## src/hw/rtl/rau_pkg.sv

```systemverilog
// rau_pkg: shared widths, opcode and status codes, sequencer state types and
// the divider request/response structs for the rational arithmetic unit.
// No dependencies.
package rau_pkg;

  // Datapath word: holds cross products, sums and all gcd intermediates.
  localparam int DW = 34;
  // Multiplier operand: a reduced 16-bit input can reach +32768.
  localparam int MW = 17;

  localparam logic [2:0] OP_ADD = 3'd0;
  localparam logic [2:0] OP_SUB = 3'd1;
  localparam logic [2:0] OP_MUL = 3'd2;
  localparam logic [2:0] OP_DIV = 3'd3;
  localparam logic [2:0] OP_CMP = 3'd4;

  localparam logic [1:0] STAT_OK       = 2'd0;
  localparam logic [1:0] STAT_ZERO_IN  = 2'd1;
  localparam logic [1:0] STAT_ZERO_RES = 2'd2;

  typedef logic signed [DW-1:0] word_t;
  typedef logic signed [MW-1:0] opnd_t;

  typedef enum logic [3:0] {
    S_IDLE,
    S_RED_CHK,
    S_RED_MOD,
    S_RED_DIVN,
    S_RED_WN,
    S_RED_DIVD,
    S_RED_WD,
    S_MUL0,
    S_MUL1,
    S_MUL2,
    S_MUL3,
    S_EVAL
  } state_t;

  // Which fraction the reduction sequence is working on.
  typedef enum logic [1:0] {
    PH_A,
    PH_B,
    PH_R
  } phase_t;

  typedef struct packed {
    logic  start;
    word_t dividend;
    word_t divisor;
  } div_req_t;

  typedef struct packed {
    logic  busy;
    logic  done;
    word_t quot;
    word_t rem;
  } div_rsp_t;

endpackage

```

## src/hw/rtl/rau_mul.sv

```systemverilog
// rau_mul: shared signed multiplier with a registered product.
// Depends on rau_pkg.
module rau_mul (
  input  logic          clk,
  input  rau_pkg::opnd_t a,
  input  rau_pkg::opnd_t b,
  output rau_pkg::word_t p
);

  rau_pkg::word_t p_r;

  always_ff @(posedge clk) begin
    p_r <= a * b;
  end

  assign p = p_r;

endmodule

```

## src/hw/rtl/rau_div.sv

```systemverilog
// rau_div: bit-serial signed divider, truncated quotient, remainder takes the
// dividend's sign. One quotient bit per cycle. Depends on rau_pkg.
module rau_div (
  input  logic              clk,
  input  logic              rst_n,
  input  rau_pkg::div_req_t req,
  output rau_pkg::div_rsp_t rsp
);

  localparam int DW = rau_pkg::DW;
  localparam int CW = $clog2(DW + 1);

  logic [DW-1:0] rem_r, rem_nxt;
  logic [DW-1:0] quo_r, quo_nxt;
  logic [DW-1:0] dvs_r, dvs_nxt;
  logic          q_neg_r, q_neg_nxt;
  logic          r_neg_r, r_neg_nxt;
  logic [CW-1:0] cnt_r, cnt_nxt;
  logic          done_r, done_nxt;

  logic [DW-1:0] dnd_u, dvs_u;
  logic [DW:0]   shifted, diff;

  assign dnd_u   = req.dividend;
  assign dvs_u   = req.divisor;
  assign shifted = {rem_r, quo_r[DW-1]};
  assign diff    = shifted - {1'b0, dvs_r};

  always_comb begin
    rem_nxt   = rem_r;
    quo_nxt   = quo_r;
    dvs_nxt   = dvs_r;
    q_neg_nxt = q_neg_r;
    r_neg_nxt = r_neg_r;
    cnt_nxt   = cnt_r;
    if (req.start) begin
      rem_nxt   = '0;
      quo_nxt   = dnd_u[DW-1] ? (~dnd_u + 1'b1) : dnd_u;
      dvs_nxt   = dvs_u[DW-1] ? (~dvs_u + 1'b1) : dvs_u;
      q_neg_nxt = dnd_u[DW-1] ^ dvs_u[DW-1];
      r_neg_nxt = dnd_u[DW-1];
      cnt_nxt   = CW'(DW);
    end else if (cnt_r != '0) begin
      if (!diff[DW]) begin
        rem_nxt = diff[DW-1:0];
        quo_nxt = {quo_r[DW-2:0], 1'b1};
      end else begin
        rem_nxt = shifted[DW-1:0];
        quo_nxt = {quo_r[DW-2:0], 1'b0};
      end
      cnt_nxt = cnt_r - 1'b1;
    end
    done_nxt = !req.start && (cnt_r == CW'(1));
  end

  always_ff @(posedge clk) begin
    if (!rst_n) begin
      cnt_r  <= '0;
      done_r <= 1'b0;
    end else begin
      cnt_r  <= cnt_nxt;
      done_r <= done_nxt;
    end
  end

  always_ff @(posedge clk) begin
    rem_r   <= rem_nxt;
    quo_r   <= quo_nxt;
    dvs_r   <= dvs_nxt;
    q_neg_r <= q_neg_nxt;
    r_neg_r <= r_neg_nxt;
  end

  assign rsp.busy = (cnt_r != '0);
  assign rsp.done = done_r;
  assign rsp.quot = q_neg_r ? rau_pkg::word_t'(~quo_r + 1'b1) : rau_pkg::word_t'(quo_r);
  assign rsp.rem  = r_neg_r ? rau_pkg::word_t'(~rem_r + 1'b1) : rau_pkg::word_t'(rem_r);

  a_done_pulse: assert property (@(posedge clk) disable iff (!rst_n)
    done_r |=> !done_r)
    else $error("divider done held for more than one cycle");

  a_start_loads: assert property (@(posedge clk) disable iff (!rst_n)
    req.start |=> (cnt_r == CW'(DW)))
    else $error("divider start did not load the step counter");

  a_done_idle: assert property (@(posedge clk) disable iff (!rst_n)
    done_r |-> (cnt_r == '0))
    else $error("divider done while steps remain");

endmodule

```

## src/hw/rtl/rational_arith_unit.sv

```systemverilog
// rational_arith_unit: top level. Sequencer for fraction reduction, cross
// products and compare. Depends on rau_pkg, rau_mul and rau_div.

// An operation is taken when start is high and busy is low; the result word
// appears for one cycle with out_valid and cannot be held off, so capture it
// then. A zero input denominator or an unused opcode answers in the cycle
// after start. Otherwise each input fraction and then the result are reduced
// by Euclid's algorithm on a bit-serial divider: the remainder steps find the
// gcd, then numerator and denominator are each divided by it. The three
// products are formed on the shared multiplier between the input and result
// reductions. Compare and a zero result denominator skip the third
// reduction.
module rational_arith_unit (
  input  logic               clk,
  input  logic               rst_n,
  input  logic               start,
  output logic               busy,
  input  logic [2:0]         in_opcode,
  input  logic signed [15:0] in_a_num,
  input  logic signed [15:0] in_a_den,
  input  logic signed [15:0] in_b_num,
  input  logic signed [15:0] in_b_den,
  output logic               out_valid,
  output logic signed [32:0] out_res_num,
  output logic signed [31:0] out_res_den,
  output logic [1:0]         out_status,
  output logic               out_is_equal,
  output logic               out_is_less,
  output logic               out_is_greater
);

  rau_pkg::state_t state_r, state_nxt;
  rau_pkg::phase_t phase_r, phase_nxt;

  logic [2:0]     op_r;
  rau_pkg::opnd_t an_r, ad_r, bn_r, bd_r;
  rau_pkg::word_t wn_r, wd_r, wx_r, wy_r;
  rau_pkg::word_t p_r, q_r, rd_r;
  rau_pkg::word_t rn;

  rau_pkg::div_req_t div_req;
  rau_pkg::div_rsp_t div_rsp;
  rau_pkg::opnd_t    mul_a, mul_b;
  rau_pkg::word_t    mul_p;

  logic               out_valid_r;
  logic signed [32:0] res_num_r, res_num_nxt;
  logic signed [31:0] res_den_r, res_den_nxt;
  logic [1:0]         status_r, status_nxt;
  logic               eq_r, eq_nxt, lt_r, lt_nxt, gt_r, gt_nxt;
  logic               out_load;

  logic accept, den_zero, op_unused;

  assign accept    = start && (state_r == rau_pkg::S_IDLE);
  assign den_zero  = (in_a_den == '0) || (in_b_den == '0);
  assign op_unused = (in_opcode > rau_pkg::OP_CMP);

  rau_div u_div (
    .clk   (clk),
    .rst_n (rst_n),
    .req   (div_req),
    .rsp   (div_rsp)
  );

  rau_mul u_mul (
    .clk (clk),
    .a   (mul_a),
    .b   (mul_b),
    .p   (mul_p)
  );

  always_comb begin
    unique case (op_r)
      rau_pkg::OP_ADD: rn = p_r + q_r;
      rau_pkg::OP_SUB: rn = p_r - q_r;
      default:         rn = p_r;
    endcase
  end

  // next state
  always_comb begin
    state_nxt = state_r;
    phase_nxt = phase_r;
    unique case (state_r)
      rau_pkg::S_IDLE: begin
        if (start) begin
          phase_nxt = rau_pkg::PH_A;
          if (!den_zero && !op_unused) state_nxt = rau_pkg::S_RED_CHK;
        end
      end
      rau_pkg::S_RED_CHK:
        state_nxt = (wy_r == '0) ? rau_pkg::S_RED_DIVN : rau_pkg::S_RED_MOD;
      rau_pkg::S_RED_MOD:
        if (div_rsp.done) state_nxt = rau_pkg::S_RED_CHK;
      rau_pkg::S_RED_DIVN: state_nxt = rau_pkg::S_RED_WN;
      rau_pkg::S_RED_WN:
        if (div_rsp.done) state_nxt = rau_pkg::S_RED_DIVD;
      rau_pkg::S_RED_DIVD: state_nxt = rau_pkg::S_RED_WD;
      rau_pkg::S_RED_WD: begin
        if (div_rsp.done) begin
          unique case (phase_r)
            rau_pkg::PH_A: begin
              state_nxt = rau_pkg::S_RED_CHK;
              phase_nxt = rau_pkg::PH_B;
            end
            rau_pkg::PH_B: state_nxt = rau_pkg::S_MUL0;
            default:       state_nxt = rau_pkg::S_IDLE;
          endcase
        end
      end
      rau_pkg::S_MUL0: state_nxt = rau_pkg::S_MUL1;
      rau_pkg::S_MUL1: state_nxt = rau_pkg::S_MUL2;
      rau_pkg::S_MUL2: state_nxt = rau_pkg::S_MUL3;
      rau_pkg::S_MUL3: state_nxt = rau_pkg::S_EVAL;
      rau_pkg::S_EVAL: begin
        if (op_r == rau_pkg::OP_CMP || rd_r == '0) begin
          state_nxt = rau_pkg::S_IDLE;
        end else begin
          state_nxt = rau_pkg::S_RED_CHK;
          phase_nxt = rau_pkg::PH_R;
        end
      end
      default: state_nxt = rau_pkg::S_IDLE;
    endcase
  end

  // sequencer outputs: divider request, multiplier operands, result word
  always_comb begin
    div_req.start    = 1'b0;
    div_req.dividend = wx_r;
    div_req.divisor  = wy_r;
    mul_a            = an_r;
    mul_b            = bd_r;
    out_load         = 1'b0;
    res_num_nxt      = '0;
    res_den_nxt      = '0;
    status_nxt       = rau_pkg::STAT_OK;
    eq_nxt           = 1'b0;
    lt_nxt           = 1'b0;
    gt_nxt           = 1'b0;
    unique case (state_r)
      rau_pkg::S_IDLE: begin
        if (start && (den_zero || op_unused)) begin
          out_load = 1'b1;
          if (den_zero) status_nxt = rau_pkg::STAT_ZERO_IN;
        end
      end
      rau_pkg::S_RED_CHK: div_req.start = (wy_r != '0);
      rau_pkg::S_RED_DIVN: begin
        div_req.start    = 1'b1;
        div_req.dividend = wn_r;
        div_req.divisor  = wx_r;
      end
      rau_pkg::S_RED_DIVD: begin
        div_req.start    = 1'b1;
        div_req.dividend = wd_r;
        div_req.divisor  = wx_r;
      end
      rau_pkg::S_RED_WD: begin
        if (div_rsp.done && phase_r == rau_pkg::PH_R) begin
          out_load    = 1'b1;
          res_num_nxt = wn_r[32:0];
          res_den_nxt = div_rsp.quot[31:0];
        end
      end
      rau_pkg::S_MUL0: begin
        mul_a = an_r;
        mul_b = (op_r == rau_pkg::OP_MUL) ? bn_r : bd_r;
      end
      rau_pkg::S_MUL1: begin
        mul_a = bn_r;
        mul_b = ad_r;
      end
      rau_pkg::S_MUL2: begin
        mul_a = ad_r;
        mul_b = (op_r == rau_pkg::OP_DIV) ? bn_r : bd_r;
      end
      rau_pkg::S_EVAL: begin
        if (op_r == rau_pkg::OP_CMP) begin
          out_load = 1'b1;
          eq_nxt   = (p_r == q_r);
          lt_nxt   = (p_r < q_r);
          gt_nxt   = (q_r < p_r);
        end else if (rd_r == '0) begin
          out_load   = 1'b1;
          status_nxt = rau_pkg::STAT_ZERO_RES;
        end
      end
      default: ;
    endcase
  end

  always_ff @(posedge clk) begin
    if (!rst_n) begin
      state_r     <= rau_pkg::S_IDLE;
      phase_r     <= rau_pkg::PH_A;
      out_valid_r <= 1'b0;
    end else begin
      state_r     <= state_nxt;
      phase_r     <= phase_nxt;
      out_valid_r <= out_load;
    end
  end

  // datapath registers
  always_ff @(posedge clk) begin
    unique case (state_r)
      rau_pkg::S_IDLE: begin
        if (start) begin
          op_r <= in_opcode;
          wn_r <= rau_pkg::word_t'(in_a_num);
          wd_r <= rau_pkg::word_t'(in_a_den);
          wx_r <= rau_pkg::word_t'(in_a_num);
          wy_r <= rau_pkg::word_t'(in_a_den);
          bn_r <= rau_pkg::opnd_t'(in_b_num);
          bd_r <= rau_pkg::opnd_t'(in_b_den);
        end
      end
      rau_pkg::S_RED_MOD: begin
        if (div_rsp.done) begin
          wx_r <= wy_r;
          wy_r <= div_rsp.rem;
        end
      end
      rau_pkg::S_RED_WN: begin
        if (div_rsp.done) wn_r <= div_rsp.quot;
      end
      rau_pkg::S_RED_WD: begin
        if (div_rsp.done) begin
          unique case (phase_r)
            rau_pkg::PH_A: begin
              an_r <= rau_pkg::opnd_t'(wn_r);
              ad_r <= rau_pkg::opnd_t'(div_rsp.quot);
              wn_r <= rau_pkg::word_t'(bn_r);
              wd_r <= rau_pkg::word_t'(bd_r);
              wx_r <= rau_pkg::word_t'(bn_r);
              wy_r <= rau_pkg::word_t'(bd_r);
            end
            rau_pkg::PH_B: begin
              bn_r <= rau_pkg::opnd_t'(wn_r);
              bd_r <= rau_pkg::opnd_t'(div_rsp.quot);
            end
            default: ;
          endcase
        end
      end
      rau_pkg::S_MUL1: p_r  <= mul_p;
      rau_pkg::S_MUL2: q_r  <= mul_p;
      rau_pkg::S_MUL3: rd_r <= mul_p;
      rau_pkg::S_EVAL: begin
        wn_r <= rn;
        wd_r <= rd_r;
        wx_r <= rn;
        wy_r <= rd_r;
      end
      default: ;
    endcase
  end

  always_ff @(posedge clk) begin
    if (out_load) begin
      res_num_r <= res_num_nxt;
      res_den_r <= res_den_nxt;
      status_r  <= status_nxt;
      eq_r      <= eq_nxt;
      lt_r      <= lt_nxt;
      gt_r      <= gt_nxt;
    end
  end

  assign busy           = (state_r != rau_pkg::S_IDLE);
  assign out_valid      = out_valid_r;
  assign out_res_num    = res_num_r;
  assign out_res_den    = res_den_r;
  assign out_status     = status_r;
  assign out_is_equal   = eq_r;
  assign out_is_less    = lt_r;
  assign out_is_greater = gt_r;

  a_valid_idle: assert property (@(posedge clk) disable iff (!rst_n)
    out_valid |-> !busy)
    else $error("result word shown while sequencer still busy");

  a_zero_den: assert property (@(posedge clk) disable iff (!rst_n)
    (accept && den_zero) |=> (out_valid && out_status == rau_pkg::STAT_ZERO_IN))
    else $error("zero input denominator not answered next cycle");

  a_zero_res_div: assert property (@(posedge clk) disable iff (!rst_n)
    (out_valid && out_status == rau_pkg::STAT_ZERO_RES) |-> (op_r == rau_pkg::OP_DIV))
    else $error("zero result denominator on a non-divide word");

  a_cmp_onehot: assert property (@(posedge clk) disable iff (!rst_n)
    (out_valid && op_r == rau_pkg::OP_CMP && out_status == rau_pkg::STAT_OK)
      |-> $onehot({out_is_equal, out_is_less, out_is_greater}))
    else $error("compare flags not one-hot");

  a_div_free: assert property (@(posedge clk) disable iff (!rst_n)
    div_req.start |-> !div_rsp.busy)
    else $error("divider started while busy");

endmodule

```

## config.mk

```make
export PLATFORM = sky130hd
export DESIGN_NAME = rational_arith_unit
export DESIGN_NICKNAME = d
export VERILOG_FILES = /design/src/hw/rtl/rau_pkg.sv /design/src/hw/rtl/rau_mul.sv /design/src/hw/rtl/rau_div.sv /design/src/hw/rtl/rational_arith_unit.sv
export SDC_FILE = /design/constraint.sdc
export NUM_CORES = 2
export LEC_CHECK = 0
export BUFFER_PORTS_ARGS = -buffer_cell sky130_fd_sc_hd__buf_2
export CAP_MARGIN = 0
export CORE_ASPECT_RATIO = 1.1
export CORE_MARGIN = 3
export CORE_UTILIZATION = 57
export CTS_BUF_LIST = sky130_fd_sc_hd__clkbuf_16
export CTS_CLUSTER_SIZE = 10
export DETAILED_ROUTE_END_ITERATION = 7
export PLACE_DENSITY = 0.8
export SLEW_MARGIN = 20
export SYNTH_ARGS = -nofsm -noshare
export SYNTH_HDL_FRONTEND = slang
export SYNTH_SLANG_ARGS = --single-unit
```

## constraint.sdc

```tcl
create_clock -name clk -period 13.3 [get_ports clk]
set_input_delay 2.66 -clock clk [delete_from_list [all_inputs] [get_ports clk]]
set_output_delay 2.66 -clock clk [all_outputs]
set_load 0.03 [all_outputs]
```

## After elaboration in Yosys (flattened, before gate mapping)

Index checks and enable logic that the tools add are counted.

- Memories: 0
- Output and inout bits: 72
- Register bits: 531
- ROM bits: 0
- Memory bits (writable): 0
- Input port bits: 70
- Word-level logic and storage cells: 175
- Latch bits: 0

- Divide/modulo/power cells: 0
- Reductions and logical operators: 37
- Bitwise gates (word level): 6
- Equal/unequal tests: 27
- Mux-type cells: 62
- Add/subtract/negate cells: 8
- Magnitude comparators: 3
- $mul: 1
- Shifts and indexed selects: 0

Operators with widths:

| kind | number |
|---|---|
| two-way mux 34 bit | 15 |
| case mux 34 bit (4 select lines) | 3 |
| adder 34 x 1 -> 34 bit (second input constant) | 4 |
| two-way mux 17 bit | 8 |
| NOT 34 bit | 4 |
| case mux 68 bit (2 select lines) | 1 |
| case mux 17 bit (2 select lines) | 3 |
| case mux 34 bit (3 select lines) | 1 |
| zero test 34 bit | 2 |
| < comparator 34 bit | 2 |
| case mux 34 bit (2 select lines) | 1 |
| case mux 17 bit (3 select lines) | 1 |
| case mux 4 bit (12 select lines) | 1 |
| subtractor 35 x 34 -> 35 bit | 1 |
| adder 34 bit | 1 |
| == test 34 bit | 1 |
| multiplier 17 x 17 -> 34 bit | 1 |
| nonzero test 34 bit | 1 |
| subtractor 34 bit | 1 |
| two-way mux 33 bit | 1 |
| zero test 16 bit | 2 |
| two-way mux 4 bit | 5 |
| AND reduction 5 bit | 4 |
| == test 4 x 3 -> 1 bit (second input constant) | 4 |
| 37 further kinds | 76 |

## Depth between registers and ports, before layout

- Depth in word-level cells: 7
- Mapped depth: 35
- Mapped depth without buffers: 32

## Modules after synthesis

Synthesis repeated with hierarchy kept, for this count alone.

- Cells, all modules: 4249
- Area, all modules: 41229.5 µm²

Modules (own cells, without submodules):

| module | area each (µm²) | sequential area each (µm²) | cells each | instances |
|---|---|---|---|---|
| rational_arith_unit | 20923.8 | 11521.0 | 2009 | 1 |
| rau_mul | 11489.8 | 680.7 | 1212 | 1 |
| rau_div | 8816.0 | 2922.8 | 1028 | 1 |

## Worst setup path after synthesis

No wires, ideal clock.

- Kind: reg-to-reg
- From: reg state_r[2]
- To: reg u_mul.p_r[33], in the netlist u_mul.p[33]
- Arrival time: 9.294 ns
- Library setup time: 0.072 ns
- Clock period less this slack: 9.367 ns
- Stages on the path, launching flop included: 35
- Path buffers: 6
- Slack: 3.933 ns
- Required time: 13.228 ns
- Path through: dfxtp_1 -> clkbuf_1 -> clkbuf_1 -> clkbuf_1 -> nor3b_1 -> and2_1 -> clkbuf_1 -> buf_1 -> nand2_1 -> nand3_1 -> clkbuf_1 -> nand2_1 -> fa_1 -> inv_1 -> fa_1 -> inv_1 -> fa_1 -> inv_1 -> fa_1 -> fa_1 -> inv_1 -> fa_1 -> inv_1 -> ha_1 -> a21oi_1 -> o21ai_0 -> a221oi_1 -> nor2_1 -> a21oi_1 -> a31oi_1 -> a41o_1 -> or4_1 -> a31o_2 -> a21oi_1 -> xnor2_1

- Longest elaborated chain between the ends: 3
- Elaborated cells between the ends (all ways): 6
- Classes of those cells: mul: 1; eq/ne: 3; mux: 2

Ends and longest elaborated chain:

| item | RTL line | source |
|---|---|---|
| start, declared | rational_arith_unit.sv:32 | `rau_pkg::state_t state_r, state_nxt;` |
| start signal, assigned | rational_arith_unit.sv:196 | `state_r <= rau_pkg::S_IDLE;` |
| start signal, assigned | rational_arith_unit.sv:200 | `state_r <= state_nxt;` |
| == test 4 bit or == test 4 x 3 -> 1 bit (tied branches) | rational_arith_unit.sv:142 | `unique case (state_r)` |
| case mux 17 bit (3 select lines) or case mux 17 bit (2 select lines) (tied branches) | rational_arith_unit.sv:142 |  |
| multiplier 17 x 17 -> 34 bit (*) | rau_mul.sv:13 | `p_r <= a * b;` |
| end signal, assigned | rau_mul.sv:13 |  |
| end, declared | rau_mul.sv:10 | `rau_pkg::word_t p_r;` |

Every way passes the cells marked *; elsewhere a longest branch is shown, timed or not.
A chain may end at the register's enable or synchronous reset.

## Worst setup path after layout

- From: reg state_r[1]
- To: reg u_mul.p_r[33], in the netlist u_mul.p[33]

The elaborated chain is that of the path after synthesis.

==> results.json <==
{
  "outcome": "completed",
  "grtUsageMet3_pct": 6.13,
  "floorplan.die_area_sq_um": 74300,
  "synth_area_leader_cell": "edfxtp_1",
  "finalCoreUtilization_pct": 63.3,
  "floorplan.die.height_um": 286,
  "max_cap_viol": 0,
  "grt_max_degree": 99,
  "clock_tree.htree_level_count": 2,
  "num_io_pins": 142,
  "grt-busiest-layer": "met2",
  "route.detailed.drc": 0,
  "cts.repair.resized": 0,
  "synth.most_common_cell": "nand2_1",
  "antenna_found_initial": 2,
  "crit_path_start_kind": "flop",
  "synth-compound-area-share_pct": 14.7,
  "synth.area.mux_share_pct": 1.17,
  "synth_adder_area_share_pct": 20.7,
  "area_delta_synth_final_pct": 8.98,
  "cp-end-kind": "flop",
  "required_ns": 13.85,
  "p_leak_nw": 18.7,
  "tritoncts": "yes",
  "core-area_sq_um": 69800,
  "final_max_slew_viol_count": 0,
  "postSynthAreaPerCell_sq_um": 9.58,
  "synth_warn": 0,
  "fmaxAchievable_ghz": 0.104,
  "crit_path_top_delay_cell": "dfxtp_1",
  "synth_top_cells_by_area": "edfxtp_1 33%, fa_1 15%, ha_1 5.9%",
  "syn-num-nets": 4791,
  "grt_pass1_vias": 32451,
  "basic_gate_share_of_the_synthesized_area_counting_and_or_nand_and_nor_cells_pct": 15.3,
  "worst-endpoint-arrival_ns": 10.19,
  "path_clk_slew_ns": 0.06,
  "max-vdd-ir-drop_v": 0.000454,
  "hold_buffers": 0,
  "met2_usage_pct": 54.4,
  "netlist_instances": 4230,
  "synth_area_sq_um": 40500,
  "gr-usage-met1_pct": 44.8,
  "synth_top_family_by_area": "adder cells",
  "fin_total_pwr_mw": 11.7,
  "synth_seq_cells": 531,
  "routabilityCongestion": 0.974,
  "critical_path_peak_fanout": 51,
  "fill_count": 5762,
  "register_area_share_after_synthesis_pct": 37.3,
  "worst_slew_pin_slew_ns": 1.15,
  "initial_core_util_pct": 58.1,
  "slew-limit-headroom_pct": 23.1,
  "final-hold-violation-count": 0,
  "final-seq-area_sq_um": 15100,
  "yosys.area_share.xor_xnor_pct": 4.84,
  "grt_remaining_overflow": 0,
  "tns_ns": 0,
  "clock_sink_count": 531,
  "finalSetupViolCount": 0,
  "post-place-cells": 5179,
  "synth_commonest_cells": "559 x nand2_1, 449 x edfxtp_1, 443 x inv_1",
  "cts_post_setup_buffers_inserted": 0,
  "first_pass_grt_wire_length_um": 193000,
  "postSynth.asyncResetShare_pct": 0,
  "netlist-cell-type-count": 76,
  "path_common_cell": "fa_1",
  "power_density_nw_per_um2": 264,
  "post_synth_edffs": 449,
  "layout.nets": 4876,
  "hold_depth": 0,
  "multi_input_area_sq_um": 23100,
  "drive_above_1_share_pct": 8.15,
  "hpwlAfterDp_um": 98700,
  "holdCritPathClass": "reg -> reg",
  "dr.first_iter.drc_count": 4358,
  "period_needed_ns": 9.64,
  "global_route_usage_over_all_layers_pct": 34.2,
  "worstSkewPairLatency_ns": 0.66,
  "drt-vias-per-instance": 6.32,
  "route.detailed.wl_per_inst_um": 24.3,
  "route.vias.total": 33485,
  "root_buffer": "clkbuf_16",
  "clk_path_buf_depth": 3,
  "antenna_violating_nets_post_route": 0,
  "clock-skew-final_ns": 0.0471,
  "port_buffers": 141,
  "yosysTopAreaCellShare_pct": 33.3,
  "finalNonFillerCells": 5298,
  "fp.dieW_um": 260,
  "synthFlopType": "edfxtp_1",
  "final_wirelength_um": 128000,
  "cts_made_buffers": 61,
  "timing.reg2reg.worst_path_depth": 31,
  "post-route-period-util_pct": 72.5,
  "placement_rows": 101,
  "drt_first_pass_iters": 6,
  "setup.worst_path.class": "reg -> reg",
  "grt_setup_unrepaired": "no",
  "cp_slowest_stage_delay_ns": 0.87
}
-- report_power, final --
part	internal, mW	leakage [nW]	switching [mW]
logic	2.94	12.7	4.43
registers	2.38	4.95	0.378
clock network	0.845	1.04	0.684
total	6.17	18.7	5.49
-- cell usage in the layout, fill, tap and decap left out, drive strengths merged, types with 19 or more instances in the layout --
| cell type | netlist | routed |
|---|---|---|
| nand2b | 47 | 47 |
| nor2b | 30 | 30 |
| or2 | 19 | 19 |
| dfxtp | 82 | 82 |
| ha | 192 | 192 |
| nand2 | 559 | 559 |
| a221o | 30 | 30 |
| a21oi | 228 | 228 |
| mux2i | 45 | 45 |
| o211ai | 35 | 35 |
| a22oi | 45 | 45 |
| clkbuf | 163 | 61 |
| and2 | 52 | 52 |
| o221ai | 24 | 24 |
| or3 | 28 | 28 |
| a31oi | 43 | 43 |
| and3 | 21 | 21 |
| nand3 | 83 | 83 |
| nand4 | 24 | 24 |
| edfxtp | 449 | 449 |
| o31ai | 35 | 35 |
| xor2 | 77 | 77 |
| nor3 | 65 | 65 |
| a21o | 38 | 38 |
| o21ai | 246 | 246 |
| buf | 28 | 213 |
| inv | 443 | 491 |
| nor4 | 33 | 33 |
| xnor2 | 147 | 147 |
| fa | 299 | 299 |
| nor2 | 390 | 390 |
-- worst max-delay path: cells and delay by family, from the launching register on --
| kind | cells | cell delay [ns] |
|---|---|---|
| buffers and inverters | 7 | 1.19 |
| AO/OA/AOI/OAI | 8 | 1.88 |
| flip-flops | 1 | 0.87 |
| AND/OR/NAND/NOR | 8 | 2.09 |
| XOR/XNOR | 1 | 0.14 |
| adder cells (fa/ha/maj) | 7 | 3.28 |
-- cell type report --
cell class                 count  share of cell area, %
inverter                     443                   3.77
timing repair buffer         213                   2.82
sequential                   531                   34.3
tap                          927                   2.63
clock inverter                54                  0.618
antenna                        4                 0.0227
clock buffer                  61                   3.46
multi-input combinational   3065                   52.4
-- kinds of logic (layout without fill, tap and decap cells) --
kind of cell | count (synthesis) | in the layout
other cells | 0 | 4
xor+xnor | 224 | 224
mux | 47 | 47
fa+ha+maj | 491 | 491
buf+inv | 634 | 771
simple gates | 1389 | 1389
flops | 531 | 531
compound gates | 914 | 914
-- stage by stage --
step | area [sq um] | worst slack, ns | hold WS, ns
finish | 44100 | 3.66 | 0.473
global route | 44100 | 3.29 | 0.493
CTS | 44100 | 3.87 | 0.484
detailed placement | 42300 | 3.96 | 0.464
global placement | 42300 | 4.16 | 0.439
floorplan | 40500 | 3.93 | 0.421
-- per-layer routing --
metal / vias up / routed length (um)
met2: 2001 / 58800
met4: 0 / 8520
met5: - / 0
met1: 16193 / 47300
li1: 14847 / -
met3: 444 / 13800
-- worst paths after layout --
kind | startpoint | endpoint | slack, ns
worst max-delay path | state_r[1] | u_mul.p[33] | 3.66
worst min-delay path | u_mul.p[17] | rd_r[17] | 0.47
worst max register to register | state_r[1] | u_mul.p[33] | 3.66
worst min register to register | u_mul.p[17] | rd_r[17] | 0.47
(Power assumes the default switching activity.)
